## src/sv/tpjd_pkg.sv

```systemverilog
// Package: shared types, codes and constants of the job dispatcher
`timescale 1ns / 1ps
`default_nettype none
package tpjd_pkg;
	localparam int WORKERS_DEF = 8;
	localparam int HIGH_DEPTH_DEF = 128;
	localparam int MEDIUM_DEPTH_DEF = 512;
	localparam int LOW_DEPTH_DEF = 128;
	localparam int TYPE_BITS = 3;
	localparam int TAG_BITS = 16;
	localparam int MASKS_BITS = 24;
	localparam int COUNT_BITS = 4;

	typedef enum logic [1:0] {
		FUNC_SUBMIT = 2'd0,
		FUNC_UPDATE = 2'd1,
		FUNC_DONE   = 2'd2,
		FUNC_NONE   = 2'd3
	} func_t;

	typedef enum logic [1:0] {
		PRIO_LOW  = 2'd0,
		PRIO_MED  = 2'd1,
		PRIO_HIGH = 2'd2,
		PRIO_ALT  = 2'd3
	} prio_t;

	typedef enum logic [2:0] {
		EV_ASSIGNED = 3'd0,
		EV_QUEUED   = 3'd1,
		EV_DROPPED  = 3'd2,
		EV_UPD_DONE = 3'd3,
		EV_RELEASED = 3'd4
	} event_t;

	typedef enum logic [1:0] {
		SRC_DIRECT = 2'd0,
		SRC_HIGH   = 2'd1,
		SRC_MEDIUM = 2'd2,
		SRC_LOW    = 2'd3
	} src_t;

	typedef enum logic [1:0] {
		REG_ENABLE = 2'd0,
		REG_COUNT  = 2'd1,
		REG_MASKS  = 2'd2,
		REG_NONE   = 2'd3
	} reg_idx_t;

	typedef enum logic [2:0] {
		ST_IDLE,
		ST_SUB,
		ST_REL,
		ST_RD,
		ST_CHK,
		ST_FIN
	} state_t;

	typedef struct packed {
		logic load;
		logic sub;
		logic rel;
		logic pop;
		logic next_q;
		logic fin;
	} cmd_t;

	typedef struct packed {
		logic enable;
		logic empty;
		logic found;
		logic last_q;
	} sts_t;
endpackage
`default_nettype wire

```

## src/sv/tpjd_ctrl.sv

```systemverilog
// Controller: sequences submit, release and queue drain passes
`timescale 1ns / 1ps
`default_nettype none
module tpjd_ctrl (
	input  wire logic          clk,
	input  wire logic          arst_n,
	input  wire logic          start,
	input  wire logic [1:0]    func,
	input  tpjd_pkg::sts_t     sts,
	output tpjd_pkg::cmd_t     cmd,
	output logic               busy
);
	tpjd_pkg::state_t state_q, state_nxt;

	always_ff @(posedge clk or negedge arst_n) begin
		if (!arst_n) begin
			state_q <= tpjd_pkg::ST_IDLE;
		end else begin
			state_q <= state_nxt;
		end
	end

	always_comb begin
		state_nxt = state_q;
		cmd = '0;
		unique case (state_q)
			tpjd_pkg::ST_IDLE: begin
				if (start) begin
					cmd.load = 1'b1;
					unique case (tpjd_pkg::func_t'(func))
						tpjd_pkg::FUNC_SUBMIT: state_nxt = tpjd_pkg::ST_SUB;
						tpjd_pkg::FUNC_UPDATE:
							state_nxt = sts.enable ? tpjd_pkg::ST_RD : tpjd_pkg::ST_FIN;
						tpjd_pkg::FUNC_DONE: state_nxt = tpjd_pkg::ST_REL;
						default: state_nxt = tpjd_pkg::ST_IDLE;
					endcase
				end
			end
			tpjd_pkg::ST_SUB: begin
				cmd.sub = 1'b1;
				state_nxt = tpjd_pkg::ST_IDLE;
			end
			tpjd_pkg::ST_REL: begin
				cmd.rel = 1'b1;
				state_nxt = tpjd_pkg::ST_IDLE;
			end
			tpjd_pkg::ST_RD: begin
				if (sts.empty) begin
					cmd.next_q = 1'b1;
					state_nxt = sts.last_q ? tpjd_pkg::ST_FIN : tpjd_pkg::ST_RD;
				end else begin
					state_nxt = tpjd_pkg::ST_CHK;
				end
			end
			tpjd_pkg::ST_CHK: begin
				if (sts.found) begin
					cmd.pop = 1'b1;
					state_nxt = tpjd_pkg::ST_RD;
				end else begin
					cmd.next_q = 1'b1;
					state_nxt = sts.last_q ? tpjd_pkg::ST_FIN : tpjd_pkg::ST_RD;
				end
			end
			tpjd_pkg::ST_FIN: begin
				cmd.fin = 1'b1;
				state_nxt = tpjd_pkg::ST_IDLE;
			end
			default: state_nxt = tpjd_pkg::ST_IDLE;
		endcase
	end

	assign busy = (state_q != tpjd_pkg::ST_IDLE);
endmodule
`default_nettype wire

```

## config.mk

```make
export PLATFORM = sky130hd
export DESIGN_NAME = tpjd_ctrl
export DESIGN_NICKNAME = d
export VERILOG_FILES = /design/src/sv/tpjd_pkg.sv /design/src/sv/tpjd_ctrl.sv
export SDC_FILE = /design/constraint.sdc
export NUM_CORES = 1
export LEC_CHECK = 0
export BUFFER_PORTS_ARGS = -buffer_cell sky130_fd_sc_hd__buf_2
export CORE_AREA = 2 2 39 41
export DETAILED_ROUTE_END_ITERATION = 8
export DIE_AREA = 0 0 41 43
export GPL_ROUTABILITY_DRIVEN = 0
export MAX_ROUTING_LAYER = met4
export SKIP_LAST_GASP = 1
export SYNTH_ARGS = -nofsm -noshare
export SYNTH_HDL_FRONTEND = slang
export SYNTH_SLANG_ARGS = --single-unit
```

## constraint.sdc

```tcl
create_clock -name clk -period 1.4 [get_ports clk]
set_input_delay 0.14 -clock clk [delete_from_list [all_inputs] [get_ports clk]]
set_output_delay 0.14 -clock clk [all_outputs]
set_load 0.02 [all_outputs]
```

==> results of run 1 <==
logic make-up (layout without fill, tap and decap cells):
group                  Yosys count  in the layout  share of synthesized area
AND/OR/NAND/NOR                 18             18                      0.469
flip-flops                       3              3                      0.284
buffers and inverters            2             25                     0.0427
AO/OA/AOI/OAI                    8              8                      0.204
path summary, 6_finish.rpt:
path                              end  slack, ps  cells past startpoint
setup / recovery               cmd[1]        -20                      3
hold / removal             state_q[2]        240                      2
setup reg to reg           state_q[2]         50                      3
hold reg to reg            state_q[2]        680                      3
max in group asynchronous  state_q[1]       1050                      2
min in group clk           state_q[0]        260                      3
synthesized netlist by cell type:
master	instances	share of area
a21oi_1	1	0.019
a22oi_1	1	0.028
a2bb2oi_1	1	0.033
and2_1	1	0.024
and3_1	1	0.024
and3b_1	2	0.066
buf_4	1	0.028
dfrtp_1	3	0.28
inv_1	1	0.014
nand2_1	1	0.014
nand2b_1	2	0.047
nand3b_1	1	0.028
nand4b_1	1	0.033
nor2_1	1	0.014
nor2b_1	2	0.047
nor3_1	1	0.019
nor3b_1	3	0.085
o21a_1	1	0.028
o21ai_0	2	0.038
o22a_1	1	0.033
o22ai_1	1	0.024
or3b_1	2	0.066
metal layers:
metal | part of all wire | GRT usage | vias up
li1 | - | - | 163
met4 | 0 | 0.0800 | 0
met2 | 0.51 | 0.150 | 11
met1 | 0.43 | 0.123 | 153
met3 | 0.059 | 0.0209 | 0
met5 | 0 | - | -
what timing repair did:
item                       in CTS  in global routing
pin swaps                       0                  2
setup buffers                   0                  1
resized for setup               6                  7
setup endpoints to repair       3                  5
hold endpoints to repair        3                  0
hold buffers                    1                  0
area by class of cell:
cell class                 count  share of cell area
clock buffer                   4              0.0565
timing repair buffer          20               0.282
tap                           16              0.0430
multi-input combinational     26               0.449
inverter                       1             0.00806
sequential                     3               0.161
worst max-delay path: stages (launching register included):
cell,delay (ps)
dfrtp_1,370
or3b_4,420
o21ai_2,120
buf_4,150
through the flow:
step	util	total power [W]	std cells	cell area (um2)	hold slack [ps]
5_1_grt	0.336	0.000463	70	465	246
2_1_floorplan	-	0.000191	31	264	-156
6_report	0.336	0.000432	70	465	240
3_3_place_gp	0.270	0.000248	64	374	-59.5
3_5_place_dp	0.270	0.000250	64	374	-59.6
4_1_cts	0.313	0.000423	69	433	242
report_power, final:
group	total [W]	switching, W	internal (W)
logic	0.000185	0.0000962	0.0000891
registers	0.000101	0.00000519	0.0000958
clock network	0.000146	0.0000397	0.000106
==> flow_summary_export.csv, run 1 <==
group,metric,value,unit
layout,seq_area,75.1,um2
critical_path,cp.required,1260,ps
sta,layout_setup_ws,-17.5,ps
floorplanning,rows,14,
global_routing,grt_pass1_wl,1260,um
global_routing,grt_max_degree,10,
global_routing,antenna_found_initial,0,
sta,final.min_clock_period,1420,ps
layout,diodes,0,
place,port_buffers,15,
sta,tightest_slew,213,ps
routing,wl_per_cell,10.7,um
clock_network,root_buffer,"clkbuf_4",
sta,maxSlewViolCount,0,
layout,drive_gt1_frac,0.537,
logic_synthesis,synth-seq-area-share,0.284,
critical_path,arrival,1280,ps
logic_synthesis,synth_area,264,um2
place,place_worst_setup_slack,47.3,ps
floorplanning,die-area,0.00176,mm2
logic_synthesis,synth_cell_types,22,
routing,post-route-drc-count,0,
clock_network,numCtsBuffers,3,
power_and_ir_drop,vdd_ir_drop_max,0.351,mV
clock_network,clkLatencyLatePin,230,ps
floorplanning,die_y,43,um
logic_synthesis,ys_seq_elements,3,
global_routing,overflow,0,
layout,top_regs,"state_q: 3 flops",
routing,drtAntennaViolNets,0,
clock_network,cts_sinks,3,
sta,max_freq,0.705,GHz
global_routing,grt_pass1_vias,338,
critical_path,crit_path_end_kind,"primary output",
global_routing,track_usage,0.105,
routing,wl,749,um
floorplanning,start_util,0.191,
clock_network,cts_tree,"yes",
hold_path,min_path_type,"in -> async",
critical_path,start_kind,"flop",
sta,tns,-17.5,ps
layout,area_delta_synth_final,76.3,%
critical_path,crit_type,"reg -> out",
sta,rsz0062_at_grt,"yes",
layout,layout_commonest_cell,"buf_2",
logic_synthesis,ys_warn_count,0,
sta,slew_headroom,0.858,
critical_path,crit_path_max_fanout,3,
floorplanning,coreArea,0.00138,mm2
sta,clock-skew-final,0.906,ps
job,max-cap-violations,0,
layout,fill_cells,145,
floorplanning,die_w,41,um
logic_synthesis,synth_area_per_cell,8.52,um2
layout,multi_input_area,209,um2
outcome,violations,"setup timing",
power_and_ir_drop,power-per-cell-area,929,mW/mm2
clock_network,cts_htree_levels,1,
routing,num_vias,327,
clock_network,clock_path_buffers,2,
critical_path,r2r_start,"state_q[0]",
sta,period_share,1.01,
routing,first_pass_iters,2,
layout,regMostFlops,"state_q",
layout,nNetsFinal,64,
layout,largest_register_ff_count,3,
power_and_ir_drop,p_leak,0.242,nW
outcome,outcome,"complete, but fails checks",
routing,via_per_inst,4.67,
sta,setup_violations,1,
sta,hold_viol,0,
routing,initialDrtViolationCount,2,
critical_path,startpoint,"state_q[0]",
logic_synthesis,synthesis.nets,40,
floorplanning,io_pins,16,
logic_synthesis,syn_inst,31,
clock_network,clk_pin_slew,40,ps
Note: power is estimated with default switching activity, not from simulation.
==> run 2, diff against run 1 <==
--- a/config.mk
+++ b/config.mk
@@ -6,12 +6,16 @@
 export NUM_CORES = 1
 export LEC_CHECK = 0
 export BUFFER_PORTS_ARGS = -buffer_cell sky130_fd_sc_hd__buf_2
+export CELL_PAD_IN_SITES_DETAIL_PLACEMENT = 0
+export CELL_PAD_IN_SITES_GLOBAL_PLACEMENT = 1
 export CORE_AREA = 2 2 39 41
 export DETAILED_ROUTE_END_ITERATION = 8
 export DIE_AREA = 0 0 41 43
 export GPL_ROUTABILITY_DRIVEN = 0
 export MAX_ROUTING_LAYER = met4
+export PLACE_DENSITY_LB_ADDON = 0.1
 export SKIP_LAST_GASP = 1
+export SLEW_MARGIN = 15
 export SYNTH_ARGS = -nofsm -noshare
 export SYNTH_HDL_FRONTEND = slang
 export SYNTH_SLANG_ARGS = --single-unit
==> run 2 against run 1 <==
  * The flow still finishes with violations (setup timing)
  * Non-clock buffer count stayed put
  * Final cell count stayed put
  * Clock power about the same
  * Sequential power hardly changed
  * Sequential share of layout area up 0.35 points
  * Global-route usage up 0.22 points
  * Critical endpoint unchanged
  * Largest cell class unchanged
  * Largest power group unchanged
==> flow_summary_export.csv, run 2 (synthesis gave the netlist of run 1 again) <==
group,metric,value,unit
outcome,outcome,"complete, but fails checks",
outcome,violations,"setup timing",
floorplanning,io_pins,16,
hold_path,min_path_type,"in -> async",
layout,drive_gt1_frac,0.519,
clock_network,clk_pin_slew,30,ps
global_routing,grt_pass1_vias,314,
critical_path,path_buf_inv,1,
sta,max_freq,0.712,GHz
routing,first_pass_iters,1,
critical_path,crit_path_end_kind,"primary output",
sta,rsz0062_at_grt,"yes",
clock_network,clock_path_buffers,2,
critical_path,rrSetupSlack,50,ps
layout,area_delta_synth_final,72.5,%
routing,wl_per_cell,11.0,um
global_routing,antenna_found_initial,0,
layout,finalNonFillerCells,70,
critical_path,crit_path_max_fanout,3,
floorplanning,coreArea,0.00138,mm2
place,port_buffers,15,
global_routing,grt_max_degree,10,
routing,wl,767,um
sta,maxSlewViolCount,0,
critical_path,cp_slowest_cell,"or3b_4",
job,max-cap-violations,0,
routing,via_per_inst,4.50,
sta,hold_viol,0,
routing,post-route-drc-count,0,
power_and_ir_drop,power,0.000421,W
floorplanning,start_util,0.191,
power_and_ir_drop,power-per-cell-area,924,mW/mm2
layout,top_regs,"state_q: 3 flops",
routing,initialDrtViolationCount,0,
sta,slew_headroom,0.840,
critical_path,crit_path_max_incr_delay,410,ps
clock_network,cts_tree,"yes",
clock_network,cts_htree_levels,1,
floorplanning,rows,14,
layout,largest_register_ff_count,3,
sta,tightest_slew,240,ps
sta,layout_setup_ws,-4.74,ps
sta,clock-skew-final,0.590,ps
global_routing,overflow,0,
power_and_ir_drop,p_leak,0.237,nW
floorplanning,die_y,43,um
critical_path,cp.required,1260,ps
routing,drtAntennaViolNets,0,
global_routing,track_usage,0.107,
sta,final.min_clock_period,1400,ps
floorplanning,die-area,0.00176,mm2
critical_path,crit_type,"reg -> out",
critical_path,start_kind,"flop",
clock_network,numCtsBuffers,3,
critical_path,path_depth,3,
clock_network,cts_sinks,3,
place,place_worst_setup_slack,21.9,ps
sta,setup_violations,1,
global_routing,grt_pass1_wl,1280,um
clock_network,root_buffer,"clkbuf_4",
layout,nNetsFinal,64,
critical_path,critPathTopFamily,"simple AND/OR/NAND/NOR gates",
routing,num_vias,315,
critical_path,crit_path_cell_trace,"or3b_4 -> o21ai_2 -> buf_6",
layout,mostFrequentLayoutCells,"buf_2 (13), buf_4 (5), nor3b_1 (3), clkbuf_4 (3), dfrtp_1 (3)",
sta,period_share,1.00,
layout,layout_commonest_cell,"buf_2",
layout,regMostFlops,"state_q",
power_and_ir_drop,vdd_ir_drop_max,0.244,mV
floorplanning,die_w,41,um
sta,tns,-4.74,ps
place,placedCellCount,64,
layout,diodes,0,
critical_path,arrival,1260,ps
place,dpl.hpwl,591,um
critical_path,reg2reg_depth,3,
clock_network,clkLatencyLatePin,230,ps
## run 2: routing by layer
| metal | routed length (um) | GRT usage | part of all wire |
|---|---|---|---|
| met4 | 0 | 0.0600 | 0 |
| met5 | 0 | - | 0 |
| met2 | 389 | 0.159 | 0.51 |
| met1 | 335 | 0.133 | 0.44 |
| met3 | 41 | 0.0157 | 0.053 |
## run 2: path summary, 6_finish.rpt
kind | startpoint | to
worst min register to register | state_q[1] | state_q[2]
worst max register to register | state_q[0] | state_q[2]
max in group asynchronous | arst_n | state_q[1]
min in group clk | sts[1] | state_q[2]
worst max-delay path | state_q[0] | cmd[1]
worst min-delay path | arst_n | state_q[2]
## run 2: timing repair
action / in CTS / in global routing
gates cloned: 0 / 0
hold buffers: 1 / 0
gates resized for setup: 7 / 3
setup buffers: 0 / 1
hold endpoints to repair: 3 / 0
pin swaps: 0 / 1
endpoints found under the setup margin: 3 / 5
## run 2: per-stage QoR
stage	hold WS, ps	util	instance area (um2)
final	242	0.329	455
after global routing	257	0.329	455
after CTS	244	0.316	437
after detailed placement	-63.4	0.270	374
after global placement	-62.7	0.270	374
after floorplan	-156	-	264
## run 2: where the power goes
| group | total (W) | internal [W] | switching, W |
|---|---|---|---|
| Combinational | 0.000175 | 0.0000807 | 0.0000948 |
| Sequential | 0.000100 | 0.0000958 | 0.00000438 |
| Clock | 0.000145 | 0.000106 | 0.0000388 |
| Total | 0.000421 | 0.000283 | 0.000138 |
## run 2: area by class of cell
cell class,count,area [um2]
clock buffers,4,26.3
fillers,153,928
well taps,16,20.0
multi-input cells,26,206
repair buffers,20,124
inverters,1,3.75
flip-flops and latches,3,75.1
## run 2: worst reg2reg max path: stages (launching register included)
cell       delay (ps)
dfrtp_1           370
or3b_4            410
or3b_4            380
a2bb2oi_2         120
==> run 3, diff against run 2 <==
--- a/config.mk
+++ b/config.mk
@@ -5,7 +5,7 @@
 export SDC_FILE = /design/constraint.sdc
 export NUM_CORES = 1
 export LEC_CHECK = 0
-export BUFFER_PORTS_ARGS = -buffer_cell sky130_fd_sc_hd__buf_2
+export BUFFER_PORTS_ARGS = -buffer_cell sky130_fd_sc_hd__buf_4
 export CELL_PAD_IN_SITES_DETAIL_PLACEMENT = 0
 export CELL_PAD_IN_SITES_GLOBAL_PLACEMENT = 1
 export CORE_AREA = 2 2 39 41
==> run 3 against run 2 <==
  * The flow still finishes with violations (setup timing)
  * Sequential share of layout area shrank 1.7 points
  * Non-clock buffer count increased by 1
  * Worst hold slack got worse by 30 ps
  * Clock skew grew 0.95 ps
  * Highest routed layer unchanged
==> flow_summary_export.csv, run 3 (synthesis gave the netlist of run 1 again) <==
group,metric,value,unit
outcome,outcome,"complete, but fails checks",
outcome,violations,"setup timing",
power_and_ir_drop,power-per-cell-area,925,mW/mm2
place,port_buffers,15,
clock_network,clock_path_buffers,2,
layout,nNetsFinal,65,
sta,final.min_clock_period,1430,ps
routing,first_pass_iters,3,
critical_path,cp_slowest_cell,"or3b_4",
sta,rsz0062_at_grt,"yes",
critical_path,rrSetupSlack,60,ps
critical_path,path_depth,3,
critical_path,reg2reg_depth,3,
hold_path,hold_depth,3,
critical_path,crit_path_cell_trace,"or3b_4 -> o21ai_2 -> buf_6",
critical_path,start_kind,"flop",
clock_network,numCtsBuffers,3,
sta,maxSlewViolCount,0,
routing,post-route-drc-count,0,
layout,top_regs,"state_q: 3 flops",
global_routing,grt_pass1_wl,1220,um
sta,max_freq,0.701,GHz
routing,wl_per_cell,11.4,um
floorplanning,start_util,0.191,
sta,hold_slack,211,ps
layout,fill_cells,150,
global_routing,track_usage,0.107,
clock_network,cts_htree_levels,1,
clock_network,clkLatencyLatePin,230,ps
sta,clock-skew-final,1.54,ps
critical_path,crit_path_max_fanout,3,
clock_network,root_buffer,"clkbuf_4",
sta,setup_violations,2,
global_routing,grt_pass1_vias,300,
floorplanning,die_w,41,um
layout,mostFrequentLayoutCells,"buf_4 (14), buf_6 (5), nor3b_1 (3), clkbuf_4 (3), dfrtp_1 (3)",
critical_path,crit_type,"reg -> out",
critical_path,crit_path_max_incr_delay,410,ps
routing,wl,812,um
power_and_ir_drop,p_leak,0.256,nW
floorplanning,rows,14,
layout,largest_register_ff_count,3,
critical_path,crit_path_end_kind,"primary output",
critical_path,arrival,1290,ps
layout,stdcell_area,507,um2
power_and_ir_drop,vdd_ir_drop_max,0.293,mV
routing,drtAntennaViolNets,0,
layout,area_delta_synth_final,91.9,%
global_routing,grt_max_degree,10,
routing,initialDrtViolationCount,1,
place,dpl.hpwl,613,um
floorplanning,die-area,0.00176,mm2
sta,period_share,1.02,
layout,drive_gt1_frac,0.509,
routing,num_vias,336,
sta,layout_setup_ws,-26.0,ps
global_routing,overflow,0,
layout,finalNonFillerCells,71,
power_and_ir_drop,power,0.000469,W
place,placedCellCount,64,
floorplanning,io_pins,16,
clock_network,clk_pin_slew,40,ps
layout,layout_commonest_cell,"buf_4",
job,max-cap-violations,0,
sta,slew_headroom,0.862,
critical_path,path_buf_inv,1,
clock_network,cts_tree,"yes",
layout,regMostFlops,"state_q",
floorplanning,die_y,43,um
place,placed_area,412,um2
sta,hold_viol,0,
floorplanning,coreArea,0.00138,mm2
clock_network,cts_sinks,3,
hold_path,min_path_type,"in -> reg",
global_routing,antenna_found_initial,0,
routing,via_per_inst,4.73,
critical_path,critPathTopFamily,"simple AND/OR/NAND/NOR gates",
layout,diodes,0,
sta,tightest_slew,207,ps
critical_path,cp.required,1260,ps
[run 3: cell types whose count changed in the layout (fill, tap and decap cells not counted), sizes merged]
cell and delta:
buf +1
[run 3: report_power, final]
group,internal (W),switching (W)
sequential,0.0000958,0.00000593
combinational,0.000116,0.000103
clock,0.000107,0.0000420
total,0.000318,0.000151
[run 3: through the flow]
stage	utilization	TNS, ps	setup WS [ps]
2_1_floorplan	-	0	48.4
3_3_place_gp	0.297	0	78.6
3_5_place_dp	0.297	0	52.0
4_1_cts	0.339	-89.2	-59.4
5_1_grt	0.366	-174	-82.5
6_report	0.366	-31.7	-26.0
[run 3: final timing paths]
check                            from          to
min in group asynchronous      arst_n  state_q[2]
max                        state_q[2]      cmd[1]
max in group asynchronous      arst_n  state_q[0]
min reg2reg                state_q[0]  state_q[2]
min                            sts[1]  state_q[2]
max reg2reg                state_q[2]  state_q[2]
[run 3: what timing repair did]
| item | 4_1_cts | 5_1_grt |
|---|---|---|
| cloned | 0 | 1 |
| setup endpoints to repair | 3 | 4 |
| resized for setup | 5 | 7 |
| setup buffers | 0 | 1 |
| pin swaps | 2 | 4 |
| hold buffers | 1 | 0 |
| endpoints found under the hold margin | 3 | 0 |
[run 3: per-layer routing]
layer,wire (um),vias up,part of all wire,global-route usage
met1,349,162,0.43,0.122
li1,-,164,-,-
met4,0,0,0,0.0800
met5,0,-,0,-
met3,40,0,0.049,0.0157
met2,422,10,0.52,0.159
[run 3: worst min-delay path, cell delays in order]
cell and delay [ps]:
buf_4 100, or3b_1 100, a2bb2oi_1 50
[run 3: layout make-up]
class / count / area [um2] / area share
sequential: 3 / 75.1 / 0.148
tap: 16 / 20.0 / 0.0395
multi-input combinational: 26 / 205 / 0.405
clock buffer: 4 / 26.3 / 0.0519
timing repair buffer: 21 / 176 / 0.348
inverter: 1 / 3.75 / 0.00741
